===== src/hw/rtl/sevc_pkg.sv =====
// Shared types, codes and constants of the spin event coalescer.
// No dependencies; imported by every module of the block.
package sevc_pkg;

  // Field widths
  localparam int unsigned AMT_W  = 8;
  localparam int unsigned MAG_W  = 16;
  localparam int unsigned SEC_W  = 32;
  localparam int unsigned USEC_W = 20;
  localparam int unsigned DUR_W  = 32;

  // Default width of the running spin sum
  localparam int unsigned SUM_BITS_DEF = 16;

  // Time conversion
  localparam int unsigned MS_PER_SEC  = 1000;
  localparam int unsigned US_PER_MS   = 1000;
  localparam int unsigned MS_K_W      = 10;
  // Reciprocal of US_PER_MS, exact truncation for operands below 2^21
  localparam int unsigned RECIP_SHIFT = 30;
  localparam int unsigned RECIP_MUL   = ((2 ** RECIP_SHIFT) + US_PER_MS - 1) / US_PER_MS;
  localparam int unsigned RECIP_W     = $clog2(RECIP_MUL + 1);

  // Input event codes
  typedef enum logic [1:0] {
    EV_EMPTY   = 2'd0,
    EV_CLICK   = 2'd1,
    EV_SPIN    = 2'd2,
    EV_UNKNOWN = 2'd3
  } event_kind_e;

  // Result codes
  typedef enum logic [1:0] {
    RES_CLICK = 2'd0,
    RES_SPIN  = 2'd1,
    RES_ERROR = 2'd2
  } result_kind_e;

  // One result with the time pair its duration is measured over
  typedef struct packed {
    result_kind_e             kind;
    logic signed [MAG_W-1:0]  mag;
    logic [SEC_W-1:0]         start_sec;
    logic [USEC_W-1:0]        start_usec;
    logic [SEC_W-1:0]         end_sec;
    logic [USEC_W-1:0]        end_usec;
    logic                     eor;
  } span_rec_t;

endpackage


===== src/hw/rtl/sevc_tracker.sv =====
// Input register, run tracking state and result pair buffer.
// Depends on sevc_pkg; feeds sevc_duration with one span record per transfer.
module sevc_tracker #(
  parameter int unsigned SUM_BITS = sevc_pkg::SUM_BITS_DEF
) (
  input  logic                               clk_i,
  input  logic                               rst_ni,
  input  logic                               in_valid_i,
  output logic                               in_ready_o,
  input  logic [1:0]                         event_kind_i,
  input  logic signed [sevc_pkg::AMT_W-1:0]  amount_i,
  input  logic [sevc_pkg::SEC_W-1:0]         stamp_sec_i,
  input  logic [sevc_pkg::USEC_W-1:0]        stamp_usec_i,
  input  logic                               batch_end_i,
  output logic                               rec_valid_o,
  input  logic                               rec_ready_i,
  output sevc_pkg::span_rec_t                rec_o
);
  import sevc_pkg::*;

  localparam logic signed [SUM_BITS-1:0] SumMax = {1'b0, {(SUM_BITS-1){1'b1}}};
  localparam logic signed [SUM_BITS-1:0] SumMin = {1'b1, {(SUM_BITS-1){1'b0}}};

  // Input register
  logic                     in_vld_q;
  logic [1:0]               kind_q;
  logic signed [AMT_W-1:0]  amt_q;
  logic [SEC_W-1:0]         sec_q;
  logic [USEC_W-1:0]        usec_q;
  logic                     last_q;

  // Run state
  logic                       open_q, open_d;
  logic signed [SUM_BITS-1:0] sum_q, sum_d;
  logic [SEC_W-1:0]           rsec_q, rsec_d;
  logic [USEC_W-1:0]          rusec_q, rusec_d;
  logic [SEC_W-1:0]           psec_q;
  logic [USEC_W-1:0]          pusec_q;

  // Result pair buffer
  logic      pair_vld_q;
  logic      two_q;
  logic      sel_q;
  span_rec_t slot0_q, slot1_q;

  logic      proc_fire, pair_free, last_slot, load;
  logic [1:0] n;
  span_rec_t r0, r1;

  logic signed [SUM_BITS:0]   sum_ext, amt_ext, sum_add;
  logic signed [SUM_BITS-1:0] sum_sat;
  logic signed [31:0]         sum_wide, sat_wide;
  logic signed [MAG_W-1:0]    amt_mag;
  logic                       merge;

  function automatic span_rec_t mk_rec(result_kind_e k, logic signed [MAG_W-1:0] m,
                                       logic [SEC_W-1:0] ss, logic [USEC_W-1:0] su,
                                       logic [SEC_W-1:0] es, logic [USEC_W-1:0] eu,
                                       logic e);
    span_rec_t r;
    r.kind       = k;
    r.mag        = m;
    r.start_sec  = ss;
    r.start_usec = su;
    r.end_sec    = es;
    r.end_usec   = eu;
    r.eor        = e;
    return r;
  endfunction

  // Saturating add of the spin step to the running sum
  always_comb begin
    sum_ext  = (SUM_BITS+1)'(sum_q);
    amt_ext  = (SUM_BITS+1)'(amt_q);
    sum_add  = sum_ext + amt_ext;
    if (sum_add[SUM_BITS] != sum_add[SUM_BITS-1]) begin
      sum_sat = sum_add[SUM_BITS] ? SumMin : SumMax;
    end else begin
      sum_sat = sum_add[SUM_BITS-1:0];
    end
    sum_wide = 32'(sum_q);
    sat_wide = 32'(sum_sat);
    amt_mag  = MAG_W'(amt_q);
    merge    = open_q && ((sum_q[SUM_BITS-1] && amt_q[AMT_W-1]) ||
                          (!sum_q[SUM_BITS-1] && (|sum_q) && !amt_q[AMT_W-1] && (|amt_q)));
  end

  // Event decode: up to two results and the next run state
  always_comb begin
    n       = 2'd0;
    r0      = mk_rec(RES_ERROR, '0, '0, '0, '0, '0, 1'b1);
    r1      = r0;
    open_d  = open_q;
    sum_d   = sum_q;
    rsec_d  = rsec_q;
    rusec_d = rusec_q;
    case (event_kind_e'(kind_q))
      EV_CLICK: begin
        open_d = 1'b0;
        if (open_q) begin
          r0 = mk_rec(RES_SPIN, sum_wide[MAG_W-1:0], rsec_q, rusec_q, psec_q, pusec_q, 1'b0);
          r1 = mk_rec(RES_CLICK, amt_mag, sec_q, usec_q, sec_q, usec_q, 1'b1);
          n  = 2'd2;
        end else begin
          r0 = mk_rec(RES_CLICK, amt_mag, sec_q, usec_q, sec_q, usec_q, 1'b1);
          n  = 2'd1;
        end
      end
      EV_SPIN: begin
        if (merge) begin
          sum_d = sum_sat;
          if (last_q) begin
            // batch end flushes the merged run up to this event
            r0     = mk_rec(RES_SPIN, sat_wide[MAG_W-1:0], rsec_q, rusec_q,
                            sec_q, usec_q, 1'b1);
            n      = 2'd1;
            open_d = 1'b0;
          end
        end else begin
          sum_d   = SUM_BITS'(amt_q);
          rsec_d  = sec_q;
          rusec_d = usec_q;
          open_d  = !last_q;
          if (open_q) begin
            r0 = mk_rec(RES_SPIN, sum_wide[MAG_W-1:0], rsec_q, rusec_q, psec_q, pusec_q,
                        !last_q);
            r1 = mk_rec(RES_SPIN, amt_mag, sec_q, usec_q, sec_q, usec_q, 1'b1);
            n  = last_q ? 2'd2 : 2'd1;
          end else if (last_q) begin
            r0 = mk_rec(RES_SPIN, amt_mag, sec_q, usec_q, sec_q, usec_q, 1'b1);
            n  = 2'd1;
          end
        end
      end
      EV_UNKNOWN: begin
        open_d = 1'b0;
        sum_d  = '0;
        n      = 2'd1;
      end
      default: begin
        // empty event: only a batch end flush can come of it
        if (last_q && open_q) begin
          r0     = mk_rec(RES_SPIN, sum_wide[MAG_W-1:0], rsec_q, rusec_q, sec_q, usec_q,
                          1'b1);
          n      = 2'd1;
          open_d = 1'b0;
        end
      end
    endcase
  end

  // Handshake between input register, pair buffer and downstream
  assign last_slot  = !two_q || sel_q;
  assign pair_free  = !pair_vld_q || (rec_ready_i && last_slot);
  assign proc_fire  = in_vld_q && ((n == 2'd0) || pair_free);
  assign load       = proc_fire && (n != 2'd0);
  assign in_ready_o = !in_vld_q || proc_fire;

  assign rec_valid_o = pair_vld_q;
  assign rec_o       = sel_q ? slot1_q : slot0_q;

  // Input register
  always_ff @(posedge clk_i or negedge rst_ni) begin
    if (!rst_ni) begin
      in_vld_q <= 1'b0;
    end else if (in_ready_o) begin
      in_vld_q <= in_valid_i;
    end
  end

  always_ff @(posedge clk_i) begin
    if (in_valid_i && in_ready_o) begin
      kind_q <= event_kind_i;
      amt_q  <= amount_i;
      sec_q  <= stamp_sec_i;
      usec_q <= stamp_usec_i;
      last_q <= batch_end_i;
    end
  end

  // Run state update, once per processed event
  always_ff @(posedge clk_i or negedge rst_ni) begin
    if (!rst_ni) begin
      open_q  <= 1'b0;
      sum_q   <= '0;
      rsec_q  <= '0;
      rusec_q <= '0;
      psec_q  <= '0;
      pusec_q <= '0;
    end else if (proc_fire) begin
      open_q  <= open_d;
      sum_q   <= sum_d;
      rsec_q  <= rsec_d;
      rusec_q <= rusec_d;
      psec_q  <= sec_q;
      pusec_q <= usec_q;
    end
  end

  // Pair buffer control
  always_ff @(posedge clk_i or negedge rst_ni) begin
    if (!rst_ni) begin
      pair_vld_q <= 1'b0;
      two_q      <= 1'b0;
      sel_q      <= 1'b0;
    end else if (load) begin
      pair_vld_q <= 1'b1;
      two_q      <= (n == 2'd2);
      sel_q      <= 1'b0;
    end else if (pair_vld_q && rec_ready_i) begin
      if (last_slot) begin
        pair_vld_q <= 1'b0;
      end else begin
        sel_q <= 1'b1;
      end
    end
  end

  always_ff @(posedge clk_i) begin
    if (load) begin
      slot0_q <= r0;
      slot1_q <= r1;
    end
  end

endmodule


===== src/hw/rtl/sevc_duration.sv =====
// Two-stage duration unit: seconds and microsecond products, then the sum.
// Depends on sevc_pkg; its second stage is the block's result register.
module sevc_duration (
  input  logic                               clk_i,
  input  logic                               rst_ni,
  input  logic                               rec_valid_i,
  output logic                               rec_ready_o,
  input  sevc_pkg::span_rec_t                rec_i,
  output logic                               out_valid_o,
  input  logic                               out_ready_i,
  output logic [1:0]                         result_kind_o,
  output logic signed [sevc_pkg::MAG_W-1:0]  magnitude_o,
  output logic [sevc_pkg::SEC_W-1:0]         start_sec_o,
  output logic [sevc_pkg::USEC_W-1:0]        start_usec_o,
  output logic signed [sevc_pkg::DUR_W-1:0]  duration_ms_o,
  output logic                               end_of_run_o
);
  import sevc_pkg::*;

  localparam int unsigned SecProdW = SEC_W + MS_K_W;
  localparam int unsigned UsProdW  = USEC_W + 1 + RECIP_W;
  localparam int unsigned QuotW    = UsProdW - RECIP_SHIFT;
  localparam logic [MS_K_W-1:0]  MsK    = MS_K_W'(MS_PER_SEC);
  localparam logic [RECIP_W-1:0] RecipK = RECIP_W'(RECIP_MUL);

  // Stage 1 registers
  logic                    s1_vld_q;
  logic [1:0]              s1_kind_q;
  logic signed [MAG_W-1:0] s1_mag_q;
  logic [SEC_W-1:0]        s1_ssec_q;
  logic [USEC_W-1:0]       s1_susec_q;
  logic                    s1_eor_q;
  logic [DUR_W-1:0]        s1_secms_q;
  logic                    s1_neg_q;
  logic [UsProdW-1:0]      s1_qprod_q;

  // Stage 2 (output) valid
  logic s2_vld_q;
  logic s1_ready, s2_load;

  logic [SEC_W-1:0]         dsec;
  logic [SecProdW-1:0]      sec_prod;
  logic signed [USEC_W:0]   dusec;
  logic [USEC_W:0]          dusec_abs;
  logic [UsProdW-1:0]       us_prod;
  logic [DUR_W-1:0]         quot;
  logic [DUR_W-1:0]         dur;

  assign s2_load     = s1_vld_q && (!s2_vld_q || out_ready_i);
  assign s1_ready    = !s1_vld_q || s2_load;
  assign rec_ready_o = s1_ready;
  assign out_valid_o = s2_vld_q;

  // Seconds term and truncated microsecond quotient via reciprocal
  always_comb begin
    dsec      = rec_i.end_sec - rec_i.start_sec;
    sec_prod  = dsec * MsK;
    dusec     = $signed({1'b0, rec_i.end_usec}) - $signed({1'b0, rec_i.start_usec});
    dusec_abs = dusec[USEC_W] ? (USEC_W+1)'(-dusec) : (USEC_W+1)'(dusec);
    us_prod   = dusec_abs * RecipK;
  end

  always_ff @(posedge clk_i or negedge rst_ni) begin
    if (!rst_ni) begin
      s1_vld_q <= 1'b0;
    end else if (s1_ready) begin
      s1_vld_q <= rec_valid_i;
    end
  end

  always_ff @(posedge clk_i) begin
    if (rec_valid_i && s1_ready) begin
      s1_kind_q  <= rec_i.kind;
      s1_mag_q   <= rec_i.mag;
      s1_ssec_q  <= rec_i.start_sec;
      s1_susec_q <= rec_i.start_usec;
      s1_eor_q   <= rec_i.eor;
      s1_secms_q <= sec_prod[DUR_W-1:0];
      s1_neg_q   <= dusec[USEC_W];
      s1_qprod_q <= us_prod;
    end
  end

  // Combine: quotient truncates toward zero, so apply sign after dividing
  always_comb begin
    quot = DUR_W'(s1_qprod_q[UsProdW-1 -: QuotW]);
    dur  = s1_neg_q ? (s1_secms_q - quot) : (s1_secms_q + quot);
  end

  always_ff @(posedge clk_i or negedge rst_ni) begin
    if (!rst_ni) begin
      s2_vld_q <= 1'b0;
    end else if (s2_load) begin
      s2_vld_q <= 1'b1;
    end else if (out_ready_i) begin
      s2_vld_q <= 1'b0;
    end
  end

  always_ff @(posedge clk_i) begin
    if (s2_load) begin
      result_kind_o <= s1_kind_q;
      magnitude_o   <= s1_mag_q;
      start_sec_o   <= s1_ssec_q;
      start_usec_o  <= s1_susec_q;
      duration_ms_o <= $signed(dur);
      end_of_run_o  <= s1_eor_q;
    end
  end

endmodule


===== src/hw/rtl/spin_event_coalescer_core.sv =====
// Top level of the spin event coalescer.
// Depends on sevc_pkg, sevc_tracker and sevc_duration.
//
// Usage:
//   Input channel (in_valid_i / in_ready_o) carries one timestamped knob
//   event per transfer; output channel (out_valid_o / out_ready_i) carries
//   one result per transfer. Each event yields zero, one or two results;
//   end_of_run_o marks the last result of an event.
//   Path: an event is registered on acceptance, decoded against the run
//   state and loaded into the pair buffer, then passes the two-stage
//   duration unit, whose second stage is the output register.
//   Throughput: one event per cycle while events yield at most one result
//   and the receiver does not stall; an event yielding two results holds the
//   pair buffer, and the next event with results waits until both have left.
//   Empty events with no flush use no output slot.
//   Reset clears the run state, the previous-event time and all valid flags.
//   When the receiver stalls, results wait in the output register and the
//   pipeline stages behind it; the input keeps accepting until these and
//   the input register are full, then in_ready_o drops.
module spin_event_coalescer_core #(
  parameter int unsigned SUM_BITS = sevc_pkg::SUM_BITS_DEF
) (
  input  logic                               clk_i,
  input  logic                               rst_ni,
  input  logic                               in_valid_i,
  output logic                               in_ready_o,
  input  logic [1:0]                         event_kind_i,
  input  logic signed [sevc_pkg::AMT_W-1:0]  amount_i,
  input  logic [sevc_pkg::SEC_W-1:0]         stamp_sec_i,
  input  logic [sevc_pkg::USEC_W-1:0]        stamp_usec_i,
  input  logic                               batch_end_i,
  output logic                               out_valid_o,
  input  logic                               out_ready_i,
  output logic [1:0]                         result_kind_o,
  output logic signed [sevc_pkg::MAG_W-1:0]  magnitude_o,
  output logic [sevc_pkg::SEC_W-1:0]         start_sec_o,
  output logic [sevc_pkg::USEC_W-1:0]        start_usec_o,
  output logic signed [sevc_pkg::DUR_W-1:0]  duration_ms_o,
  output logic                               end_of_run_o
);
  import sevc_pkg::*;

  logic      rec_valid, rec_ready;
  span_rec_t rec;

  sevc_tracker #(
    .SUM_BITS (SUM_BITS)
  ) u_tracker (
    .clk_i        (clk_i),
    .rst_ni       (rst_ni),
    .in_valid_i   (in_valid_i),
    .in_ready_o   (in_ready_o),
    .event_kind_i (event_kind_i),
    .amount_i     (amount_i),
    .stamp_sec_i  (stamp_sec_i),
    .stamp_usec_i (stamp_usec_i),
    .batch_end_i  (batch_end_i),
    .rec_valid_o  (rec_valid),
    .rec_ready_i  (rec_ready),
    .rec_o        (rec)
  );

  sevc_duration u_duration (
    .clk_i         (clk_i),
    .rst_ni        (rst_ni),
    .rec_valid_i   (rec_valid),
    .rec_ready_o   (rec_ready),
    .rec_i         (rec),
    .out_valid_o   (out_valid_o),
    .out_ready_i   (out_ready_i),
    .result_kind_o (result_kind_o),
    .magnitude_o   (magnitude_o),
    .start_sec_o   (start_sec_o),
    .start_usec_o  (start_usec_o),
    .duration_ms_o (duration_ms_o),
    .end_of_run_o  (end_of_run_o)
  );

endmodule


===== config.mk =====
export PLATFORM = sky130hd
export DESIGN_NAME = spin_event_coalescer_core
export DESIGN_NICKNAME = d
export VERILOG_FILES = /design/src/hw/rtl/sevc_pkg.sv /design/src/hw/rtl/sevc_tracker.sv /design/src/hw/rtl/sevc_duration.sv /design/src/hw/rtl/spin_event_coalescer_core.sv
export SDC_FILE = /design/constraint.sdc
export NUM_CORES = 2
export LEC_CHECK = 0
export ABC_AREA = 1
export BUFFER_PORTS_ARGS = -buffer_cell sky130_fd_sc_hd__buf_2
export CORE_ASPECT_RATIO = 1.1
export CORE_MARGIN = 1
export CORE_UTILIZATION = 30
export CTS_CLUSTER_DIAMETER = 60
export DETAILED_ROUTE_END_ITERATION = 8
export SLEW_MARGIN = 30
export SYNTH_ARGS = -nofsm -noshare
export SYNTH_HDL_FRONTEND = slang
export SYNTH_SLANG_ARGS = --single-unit

===== constraint.sdc =====
create_clock -name clk_i -period 10.6 [get_ports clk_i]
set_clock_uncertainty 0.2 [all_clocks]
set_input_delay 2.12 -clock clk_i [delete_from_list [all_inputs] [get_ports clk_i]]
set_output_delay 2.12 -clock clk_i [all_outputs]
set_load 0.1 [all_outputs]

==> impl_metrics.csv <==
group,metric,value,unit
global_routing,first_global_vias,32689,
floorplanning,num_io_pins,172,
setup_path,crit_arrival,9330,ps
synth,synth_top_area_share,33.02,%
setup_path,end_kind,"register",
setup_path,reg2reg_slack,1460,ps
setup_path,cp_common_cell,"inv_1",
timing,fmax,109.4,MHz
global_routing,grt_pass1_wl,184600,um
setup_path,startpoint,"u_tracker.sel_q",
flow_run,maxCapViolCount,0,
global_routing,grt_antenna_before_repair,11,
synth,synth_most_common_cell,"nand2_1",
setup_path,reg2regPathDepth,35,
placed_design,dp_hpwl,86230,um
placed_design,dpl.cell_count,6747,
synth,syn_area_per_cell,8.549,um2
clock_tree,ctsHoldBuffers,0,
timing,rsz0062_at_grt,"false",
clock_tree,clk_pin_slew,60,ps
routing,vias,32997,
setup_path,rr_startpoint,"u_tracker.sel_q",
floorplanning,start_util,30.27,%
synth,synthTopCellsByArea,"edfxtp_1 (33%), nand2_1 (12%), ha_1 (9.6%)",
global_routing,grt_use_total,16.73,%
finish,stdcell_count,6887,
synth,synth_top_area_cell,"edfxtp_1",
clock_tree,cts_buffers,75,
setup_path,max_stage_delay,630,ps
routing,post_drt_wl_per_cell,17.19,um
clock_tree,clk_latency,690,ps
clock_tree,h-tree-depth,3,
clock_tree,cts_tree,"built",
finish,diodes,0,
clock_tree,clock_path_buffers,3,
synth,synth_edf_count,461,
finish,area_growth,12.69,%
synth,synth_seq_area_share,40.42,%
run_status,outcome,"finished clean",
synth,yosys_warnings,0,
setup_path,critPathRequiredTime,10790,ps
floorplanning,die_w,358.4,um
routing,drc_errors,0,
finish,fill_cells,14374,
timing,maxSlewViolCount,0,
routing,drt-total-wl,118400,um
synth,async_flop_share,21.20,%
floorplanning,die_area,141200,um2
setup_path,slowest_stage,"xor2_1",
setup_path,path_max_fanout,62,
setup_path,worstSetupStartpointType,"register",
finish,design_area,47240,um2
routing,drt_iter0_markers,2223,
synth,ys_types,56,
placed_design,io_buffers,171,
routing,postRouteAntennaNets,0,
timing,worst_pin_slew,997.8,ps
timing,period_needed,9143,ps
floorplanning,rows,143,
synth,synthFlopType,"edfxtp_1",
clock_tree,clkSinkCount,585,
routing,drtPass1Iterations,5,
synth,syn-num-nets,5479,
finish,nNetsFinal,5588,
placed_design,gp_congestion,0.9118,
clock_tree,root_buffer,"clkbuf_16",
clock_tree,postCtsResizedCells,0,
setup_path,worst-setup-path-type,"register to register",
setup_path,cp-endpoint,"u_duration.s1_qprod_q[38]",
timing,min_period_over_period,86.25,%
finish,drive_gt1_share,8.217,%
timing,final.setup.tns,0,ps
floorplanning,core_area,138500,um2
timing,hold_violations,0,
routing,avgViaCountPerCell,4.791,
timing,maxSlewHeadroom,33.26,%
synth,syn_area,41920,um2
clock_tree,cts_setup_buffers,0,
synth,ys_ff_latch,585,
setup_path,r2r_end,"u_duration.s1_qprod_q[38]",
hold_path,whs_path_depth,0,
hold_path,hp-class,"register to register",
timing,setup_violations,0,
placed_design,place_area,44630,um2
global_routing,grt_max_degree,109,
synth,synthCells,4904,
floorplanning,die_y,394.1,um
global_routing,overflow,0,
synth,ys_top_cells_by_count,"nand2_1 (1304), inv_1 (824), edfxtp_1 (461)",
==> cell families after synthesis <==
family | after synthesis | share of synthesized area [%]
flip-flops | 585 | 40.42
XOR/XNOR | 116 | 2.423
AO/OA/AOI/OAI | 728 | 9.759
AND/OR/NAND/NOR | 1954 | 19.61
adder cells (fa/ha/maj) | 508 | 18.49
buffers and inverters | 1012 | 9.270
multiplexers | 1 | 0.02388
==> layout make-up <==
cell class	count	area [um2]	share of cell area, %
inverters	847	3201	6.775
repair buffers	197	1087	2.302
clock buffers	100	2043	4.325
well taps	1812	2267	4.799
clock inverters	39	536.8	1.136
multi-input cells	3307	21160	44.79
flip-flops and latches	585	16950	35.88
==> worst max-delay path: cells and delay by family, from the launching register on <==
kind | cells | cell delay, ps
DFF | 1 | 430
AOI/OAI and AO/OA | 7 | 1190
and+or+nand+nor | 8 | 1020
buffers and inverters | 9 | 1340
xor gates and xnor gates | 2 | 780
adders and majority gates | 9 | 3840
==> metrics by stage <==
step                utilization, %  hold slack, ps  worst slack [ps]
finish                       34.11           216.9              1457
global route                 34.11           230.3             869.3
CTS                          34.09           218.7              1452
detailed placement           32.23           204.5              1535
global placement             32.22           204.3              1556
floorplan                        -           200.3              2520
==> worst min-delay path by stage <==
stage / end / slack (ps) / start
5_1_grt: u_duration.magnitude_o[12] / 230 / u_duration.s1_mag_q[12]
6_report: u_duration.magnitude_o[5] / 220 / u_duration.s1_mag_q[5]
3_5_place_dp: u_duration.magnitude_o[8] / 200 / u_duration.s1_mag_q[8]
4_1_cts: u_duration.magnitude_o[12] / 220 / u_duration.s1_mag_q[12]
2_1_floorplan: u_duration.end_of_run_o / 200 / u_duration.s1_eor_q
3_3_place_gp: u_duration.start_sec_o[15] / 200 / u_duration.s1_ssec_q[15]
==> layer usage <==
metal / global-route usage, % / wire [um] / share of wire, %
met5: 0 / 41 / 0.035
met4: 6.026 / 3691 / 3.1
met3: 2.713 / 6301 / 5.3
met2: 27.28 / 54990 / 46
met1: 22.20 / 53390 / 45
==> flip-flops by register name, summed over array words and instances (netlist names), 12 cells and up <==
register / flops
u_duration.duration_ms_o: 32
u_duration.magnitude_o: 16
u_duration.s1_mag_q: 16
u_duration.s1_qprod_q: 12
u_duration.s1_secms_q: 29
u_duration.s1_ssec_q: 32
u_duration.s1_susec_q: 20
u_duration.start_sec_o: 32
u_duration.start_usec_o: 20
u_tracker.psec_q: 29
u_tracker.pusec_q: 20
u_tracker.rsec_q: 32
u_tracker.rusec_q: 20
u_tracker.sec_q: 32
u_tracker.slot0_q: 120
u_tracker.slot1_q: 62
u_tracker.sum_q: 16
u_tracker.usec_q: 20
==> cells in the final DEF, fill, tap and decap left out, types with 7 or more instances in the layout <==
| cell type | instances |
|---|---|
| o221ai_1 | 46 |
| clkbuf_16 | 77 |
| clkbuf_1 | 20 |
| buf_2 | 170 |
| clkinv_1 | 10 |
| nand3_2 | 7 |
| o21ai_2 | 10 |
| edfxtp_1 | 461 |
| nor3_1 | 81 |
| nor2_1 | 226 |
| o211ai_1 | 12 |
| o21ai_0 | 332 |
| dfrtp_1 | 122 |
| ha_1 | 321 |
| nand2_1 | 1300 |
| inv_1 | 819 |
| fa_1 | 186 |
| o21bai_1 | 8 |
| nand3b_1 | 9 |
| buf_4 | 21 |
| a21o_1 | 11 |
| nand2_4 | 8 |
| nand3_1 | 147 |
| nand4_1 | 105 |
| a31oi_1 | 9 |
| a21oi_1 | 216 |
| nor4_1 | 14 |
| inv_2 | 17 |
| xnor2_1 | 32 |
| nand2_2 | 31 |
| xor2_1 | 84 |
| o22ai_1 | 53 |
Power is left out: the tool's default activity adds up to more than one toggle a clock period on the data nets, which glitch-free logic cannot reach.
